--- config.mk ---
export PLATFORM = sky130hd
export DESIGN_NAME = sorted_priority_queue
export DESIGN_NICKNAME = d
export VERILOG_FILES = /design/src/hw/rtl/spq_pkg.sv /design/src/hw/rtl/spq_cell.sv /design/src/hw/rtl/sorted_priority_queue.sv
export SDC_FILE = /design/constraint.sdc
export NUM_CORES = 2
export LEC_CHECK = 0
export BUFFER_PORTS_ARGS = -buffer_cell sky130_fd_sc_hd__buf_4
export CORE_ASPECT_RATIO = 1.25
export CORE_MARGIN = 10
export CORE_UTILIZATION = 40
export CTS_BUF_LIST = sky130_fd_sc_hd__clkbuf_4 sky130_fd_sc_hd__clkbuf_8
export CTS_CLUSTER_SIZE = 12
export DETAILED_ROUTE_END_ITERATION = 6
export GPL_ROUTABILITY_DRIVEN = 0
export PLACE_DENSITY_LB_ADDON = 0.1
export SYNTH_ARGS = -nofsm -noshare
export SYNTH_HDL_FRONTEND = slang
export SYNTH_SLANG_ARGS = --single-unit
--- constraint.sdc ---
create_clock -name clk -period 5.55 [get_ports clk]
set_input_delay 0.2775 -clock clk [delete_from_list [all_inputs] [get_ports clk]]
set_output_delay 0.2775 -clock clk [all_outputs]
set_load 0.01 [all_outputs]
--- src/hw/rtl/spq_pkg.sv ---
// Shared types and constants of the sorted priority queue.
`timescale 1ns / 1ps
package spq_pkg;

  localparam int FUNC_W = 2;
  localparam int CAP_W  = 5;

  typedef enum logic [FUNC_W-1:0] {
    FUNC_QUERY = 2'd0,
    FUNC_PUSH  = 2'd1,
    FUNC_POP   = 2'd2
  } func_t;

  // Per-cycle command broadcast to every cell of the chain.
  typedef struct packed {
    logic push;
    logic pop;
  } cell_ctl_t;

endpackage

--- src/hw/rtl/spq_cell.sv ---
// One slot of the sorted queue: holds an entry and trades it with its neighbors.
`timescale 1ns / 1ps
module spq_cell
  import spq_pkg::*;
#(
  parameter int PAYLOAD_BITS  = 32,
  parameter int PRIORITY_BITS = 16
) (
  input  logic                            clk,
  input  cell_ctl_t                       ctl,
  input  logic                            occ,
  input  logic                            at_tail,
  input  logic [PAYLOAD_BITS-1:0]         new_payload,
  input  logic signed [PRIORITY_BITS-1:0] new_priority,
  input  logic                            left_ge,
  input  logic [PAYLOAD_BITS-1:0]         left_payload,
  input  logic signed [PRIORITY_BITS-1:0] left_priority,
  input  logic [PAYLOAD_BITS-1:0]         right_payload,
  input  logic signed [PRIORITY_BITS-1:0] right_priority,
  output logic                            ge,
  output logic [PAYLOAD_BITS-1:0]         slot_payload,
  output logic signed [PRIORITY_BITS-1:0] slot_priority,
  output logic [PAYLOAD_BITS-1:0]         payload_next,
  output logic signed [PRIORITY_BITS-1:0] priority_next
);

  // The new entry goes ahead of this slot when its priority is equal or higher.
  assign ge = occ && (new_priority >= slot_priority);

  always_comb begin
    payload_next  = slot_payload;
    priority_next = slot_priority;
    if (ctl.push) begin
      if (left_ge) begin
        payload_next  = left_payload;
        priority_next = left_priority;
      end else if (ge || at_tail) begin
        payload_next  = new_payload;
        priority_next = new_priority;
      end
    end else if (ctl.pop) begin
      payload_next  = right_payload;
      priority_next = right_priority;
    end
  end

  always_ff @(posedge clk) begin
    slot_payload  <= payload_next;
    slot_priority <= priority_next;
  end

endmodule

--- src/hw/rtl/sorted_priority_queue.sv ---
// Top level of the sorted priority queue built as a chain of slot cells.
`timescale 1ns / 1ps
// Bounded priority queue kept sorted by descending signed priority, head in
// slot 0. A push inserts ahead of all entries of equal or lower priority, so
// the newest of equal priorities is served first; a push on a full queue and
// a pop on an empty queue are ignored and flagged as rejected. Each input
// transfer yields exactly one result transfer that shows the queue after the
// operation: head entry (zero when empty), count, empty and full flags. The
// queue is a row of DEPTH cells; on a push every cell compares the new
// priority with its own entry and either keeps it, takes the new entry, or
// takes its left neighbor's entry, and on a pop every cell takes its right
// neighbor's entry, so all cells update together, in parallel. The result
// sits in an output register the cycle after the input transfer, and a new
// item is taken while that result is being taken, so the block sustains one
// item per cycle whenever out_ready is high. The critical path is one
// PRIORITY_BITS-wide compare per cell plus the neighbor select. The capacity
// register takes effect on the next item; zero reads as one, values above
// DEPTH saturate to DEPTH. No clearing pass follows reset.
module sorted_priority_queue
  import spq_pkg::*;
#(
  parameter int DEPTH         = 16,
  parameter int PAYLOAD_BITS  = 32,
  parameter int PRIORITY_BITS = 16
) (
  input  logic                                clk,
  input  logic                                rst,
  input  logic                                cfg_we,
  input  logic [CAP_W-1:0]                    cfg_wdata,
  input  logic                                in_valid,
  output logic                                in_ready,
  input  logic [FUNC_W-1:0]                   func,
  input  logic [PAYLOAD_BITS-1:0]             payload,
  input  logic signed [PRIORITY_BITS-1:0]     priority_req,
  output logic                                out_valid,
  input  logic                                out_ready,
  output logic [PAYLOAD_BITS-1:0]             head_payload,
  output logic signed [PRIORITY_BITS-1:0]     head_priority,
  output logic [$clog2(DEPTH+1)-1:0]          count,
  output logic                                is_empty,
  output logic                                is_full,
  output logic                                rejected
);

  localparam int CNT_W = $clog2(DEPTH + 1);

  // Effective capacity, already clamped into 1..DEPTH when written.
  logic [CNT_W-1:0] cap;
  logic [CNT_W-1:0] held;
  logic [CNT_W-1:0] held_next;
  logic             accept;
  logic             full_now;
  logic             push_ok;
  logic             pop_ok;
  logic             reject_now;
  cell_ctl_t        ctl;

  logic                            ge_row   [DEPTH];
  logic [PAYLOAD_BITS-1:0]         pay_row  [DEPTH];
  logic signed [PRIORITY_BITS-1:0] pri_row  [DEPTH];
  logic [PAYLOAD_BITS-1:0]         pay_next [DEPTH];
  logic signed [PRIORITY_BITS-1:0] pri_next [DEPTH];

  assign in_ready = !out_valid || out_ready;
  assign accept   = in_valid && in_ready;
  assign full_now = held >= cap;

  // Decode the operation; the unused code behaves as a query.
  always_comb begin
    push_ok    = 1'b0;
    pop_ok     = 1'b0;
    reject_now = 1'b0;
    unique case (func_t'(func))
      FUNC_PUSH: begin
        push_ok    = accept && !full_now;
        reject_now = full_now;
      end
      FUNC_POP: begin
        pop_ok     = accept && (held != '0);
        reject_now = (held == '0);
      end
      default: begin
        push_ok = 1'b0;
      end
    endcase
  end

  assign ctl.push = push_ok;
  assign ctl.pop  = pop_ok;

  always_comb begin
    held_next = held;
    if (push_ok) begin
      held_next = held + CNT_W'(1);
    end else if (pop_ok) begin
      held_next = held - CNT_W'(1);
    end
  end

  for (genvar i = 0; i < DEPTH; i++) begin : g_cell
    logic                            lge;
    logic [PAYLOAD_BITS-1:0]         lpay;
    logic signed [PRIORITY_BITS-1:0] lpri;
    logic [PAYLOAD_BITS-1:0]         rpay;
    logic signed [PRIORITY_BITS-1:0] rpri;

    if (i == 0) begin : g_first
      assign lge  = 1'b0;
      assign lpay = '0;
      assign lpri = '0;
    end else begin : g_inner
      assign lge  = ge_row[i-1];
      assign lpay = pay_row[i-1];
      assign lpri = pri_row[i-1];
    end

    if (i == DEPTH - 1) begin : g_last
      assign rpay = '0;
      assign rpri = '0;
    end else begin : g_body
      assign rpay = pay_row[i+1];
      assign rpri = pri_row[i+1];
    end

    spq_cell #(
      .PAYLOAD_BITS (PAYLOAD_BITS),
      .PRIORITY_BITS(PRIORITY_BITS)
    ) u_cell (
      .clk           (clk),
      .ctl           (ctl),
      .occ           (held > CNT_W'(i)),
      .at_tail       (held == CNT_W'(i)),
      .new_payload   (payload),
      .new_priority  (priority_req),
      .left_ge       (lge),
      .left_payload  (lpay),
      .left_priority (lpri),
      .right_payload (rpay),
      .right_priority(rpri),
      .ge            (ge_row[i]),
      .slot_payload  (pay_row[i]),
      .slot_priority (pri_row[i]),
      .payload_next  (pay_next[i]),
      .priority_next (pri_next[i])
    );
  end

  // Capacity register, clamped on write so the compare stays narrow.
  always_ff @(posedge clk) begin
    if (rst) begin
      cap <= CNT_W'(DEPTH);
    end else if (cfg_we) begin
      if (cfg_wdata == '0) begin
        cap <= CNT_W'(1);
      end else if (32'(cfg_wdata) > 32'(DEPTH)) begin
        cap <= CNT_W'(DEPTH);
      end else begin
        cap <= CNT_W'(cfg_wdata);
      end
    end
  end

  always_ff @(posedge clk) begin
    if (rst) begin
      held      <= '0;
      out_valid <= 1'b0;
    end else begin
      if (accept) begin
        held      <= held_next;
        out_valid <= 1'b1;
      end else if (out_ready) begin
        out_valid <= 1'b0;
      end
    end
  end

  // The result reflects the queue after the operation, taken from the
  // next-state values of the head cell.
  always_ff @(posedge clk) begin
    if (accept) begin
      head_payload  <= (held_next == '0) ? '0 : pay_next[0];
      head_priority <= (held_next == '0) ? '0 : pri_next[0];
      count         <= held_next;
      is_empty      <= (held_next == '0);
      is_full       <= (held_next >= cap);
      rejected      <= reject_now;
    end
  end

endmodule

==> qor.txt <==
Worst-path cell chain: ha_1 -> a21oi_1 -> o21ai_1 -> o41ai_4 -> buf_12 -> buf_4 -> o221ai_1 -> a221oi_1
DP Worst Slack: 1011 ps
Hold Startpoint: out_ready
Setup crit start kind: register
Post-route cell area: 0.05528 mm^2
Critical path's slowest cell: buf_4
Largest net degree at the start of global routing: 234
Chip Height: 411.3 um
Critical Path RT: 6210 ps
Yosys cell types: 70
Sw frac: 30.88%
Initial core utilization: 40.28%
Leading area contributor after synthesis: edfxtp_1
Residual DRC: 0
H-tree levels: 4
P&R area growth vs syn: 12.81%
Maximum VDD drop: 249.7 uV
Post-synthesis xor/xnor area fraction: 0.1200%
RSZ-0062 raised after global routing: no
Share of layout cells above drive strength 1: 10.46%
# IOs: 118
Syn Inst Count: 4,949
CORE AREA: 0.1217 mm^2
Power density over the cells: 324.2 mW/mm^2
Max Fclk: 0.2338 GHz
Port-buffer cells: 117
Synth cell count leaders: edfxtp_1, nand2_1, o21ai_0
# nets final: 5,278
Post-Synthesis Net Count: 5,283
TritonCTS clock tree: done
CP endpoint kind: register
Placement Rows: 143
Max Slew Vio Count: 0
Logic pwr share: 20.0%
Compound-gate portion of the synthesized area: 14.76%
First-pass GRT wire length: 244,500 um
Final period util: 77.06%
Hpwl dp: 102,700 um
Largest family of logic cells by synthesized area: compound AO/OA/AOI/OAI gates
Chip width: 333.1 um
#FFs+latches synth: 835
Worst min path class: in2reg
Adder-Cell Fraction of Synth Area: 6.996%
Die area: 0.1370 mm^2
Final setup vio count: 0
Post-DP Area: 0.05156 mm^2
Clk Latency, worst-skew pair: 890 ps
Worst rel slew slack: 15.74%
Status: finished, final reports clean
GRT Total Usage: 22.89%
Worst R2R Setup Slack: 1270 ps
ANT nets after route: 0
Total CTS buffers: 150
Final Hold Viols: 0
Clock power frac: 34.1%
Leak pwr: 23.40 nW
Synth top area cells: edfxtp_1, mux2i_1, ha_1
Worst reg2reg path depth: 8
Util after Layout: 45.44%
Setup WS post-layout: 1273 ps
Sequential element share of the synthesized area: 49.96%
Worst slew pin tran: 1254 ps
Predominant post-synthesis flop cell: edfxtp_1
Clk sinks: 835
CTS root buffer: clkbuf_8
Detailed Routing Iterations Pass 1: 5
Initial antenna violation count: 1
Max_cap viols: 0
Slowest stage delay, CP: 910 ps
Simple-Gate Fraction of Synth Area: 12.02%
P_int: 12.39 mW
Post-synth EDFFs: 776
Fraction of synthesized area in multiplexers: 10.61%
Layout fillers: 11,742
Vias post-DR: 38,664
Initial drt markers: 3,215
Placed cells: 6,323
Vias per inst: 5.812
Clock Skew: 51.01 ps
Grt ovf: 0
Worst EP arrival: 4940 ps
Vias in the first global route: 38,753
Non-Filler Instances: 6,653
Post-synth top area share: 47.55%
Crit path max fanout: 96
Most numerous cell in the Yosys netlist: edfxtp_1
Synth warnings: 0
Worst Hold Depth: 3
Share of flip-flops with an asynchronous set or reset: 0%
Clock tree buffer depth: 3
Sink of the worst hold path: head_priority[10]
Clock slew at reported path FFs: 60 ps
Syn_area_per_cell: 9.902 um^2
Crit path kind: reg2reg
RR Startpoint: held[2]
NetSw: 5.534 mW
Total power: 17.92 mW
Wire per inst: 24.16 um
Final WL: 160,800 um
Reg2reg end: g_cell[11].u_cell.slot_priority[7]
Post-synthesis cell area: 0.04900 mm^2
Crit path time final: 4277 ps
Flop pwr share: 45.9%
-- metal layers --
| metal | wire length [um] | up-vias | GRT usage, % |
|---|---|---|---|
| met4 | 5537 | 0 | 8.677 |
| met3 | 7386 | 290 | 3.296 |
| li1 | - | 18090 | - |
| met1 | 67700 | 19192 | 28.34 |
| met5 | 0 | - | 0 |
| met2 | 80130 | 1092 | 40.07 |
-- worst max path at each step --
stage	startpoint	endpoint
6_report	held[2]	g_cell[11].u_cell.slot_priority[7]
4_1_cts	held[0]	head_payload[4]
5_1_grt	held[2]	g_cell[11].u_cell.slot_priority[7]
3_3_place_gp	priority_req[0]	g_cell[14].u_cell.slot_payload[23]
3_5_place_dp	priority_req[0]	g_cell[14].u_cell.slot_payload[23]
2_1_floorplan	priority_req[0]	g_cell[5].u_cell.slot_payload[0]
-- logic make-up (layout without fill, tap and decap cells) --
group	Yosys count	count (layout)
flops	835	835
xor+xnor	5	5
simple gates	1381	1381
compound gates	1231	1231
fa+ha+maj	274	274
buf+inv	704	812
other cells	0	1
mux	519	519
-- flip-flops by register name, indices dropped and copies added (netlist names) --
name / count
rejected: 1
cap: 5
is_full: 1
g_cell.u_cell.slot_payload: 512
head_payload: 32
g_cell.u_cell.slot_priority: 256
out_valid: 1
head_priority: 16
is_empty: 1
count: 5
held: 5
-- layout make-up --
cell class	instances	area, um^2	share of cell area (%)
inverter	273	1025	1.854
tap	1595	1996	3.610
multi-input combinational	3410	22240	40.23
sequential	835	24480	44.29
clock inverter	39	301.5	0.5454
timing repair buffer	274	2455	4.441
antenna	1	2.502	0.004527
clock buffer	226	2779	5.027
-- worst max-delay path, delay by kind of cell, from the launching register on --
family | cells | cell delay [ps]
buf+inv | 2 | 1310
compound gates | 5 | 1330
fa+ha+maj | 1 | 370
flops | 1 | 740
-- power by group through the flow --
stage          Clock (mW)  Combinational (mW)  Sequential [mW]
2_1_floorplan           0                2.31             8.25
3_3_place_gp            0                3.52             8.35
3_5_place_dp            0                3.57             8.35
4_1_cts              6.28                3.62             8.23
5_1_grt              6.52                4.01             8.30
6_report             6.11                3.59             8.22
-- timing repair --
item | 4_1_cts | 5_1_grt
resized for setup | 0 | 0
hold buffers | 64 | 0
hold endpoints to repair | 646 | 0
buffers inserted | 0 | 0
-- metrics by stage --
stage / setup TNS (ps) / hold WS (ps)
6_report: 0 / 82.73
5_1_grt: 0 / 80.78
4_1_cts: 0 / 9.066
3_5_place_dp: 0 / 471.4
3_3_place_gp: 0 / 462.3
2_1_floorplan: -53630 / 349.1
-- cell usage in the layout, fill, tap and decap left out, types with 41 or more instances in the layout --
master / n
a21oi_1: 252
edfxtp_1: 776
nor2_1: 344
nand2_1: 625
nand4_1: 48
a221oi_1: 53
clkbuf_4: 53
a21o_1: 41
nor3_1: 250
dfxtp_1: 59
mux2i_1: 516
o22ai_1: 98
o221ai_1: 63
o21ai_0: 550
buf_4: 191
inv_1: 270
clkbuf_8: 173
ha_1: 274
a31oi_1: 53
dlygate4sd3_1: 64
Power figures use the tool's default switching activity.
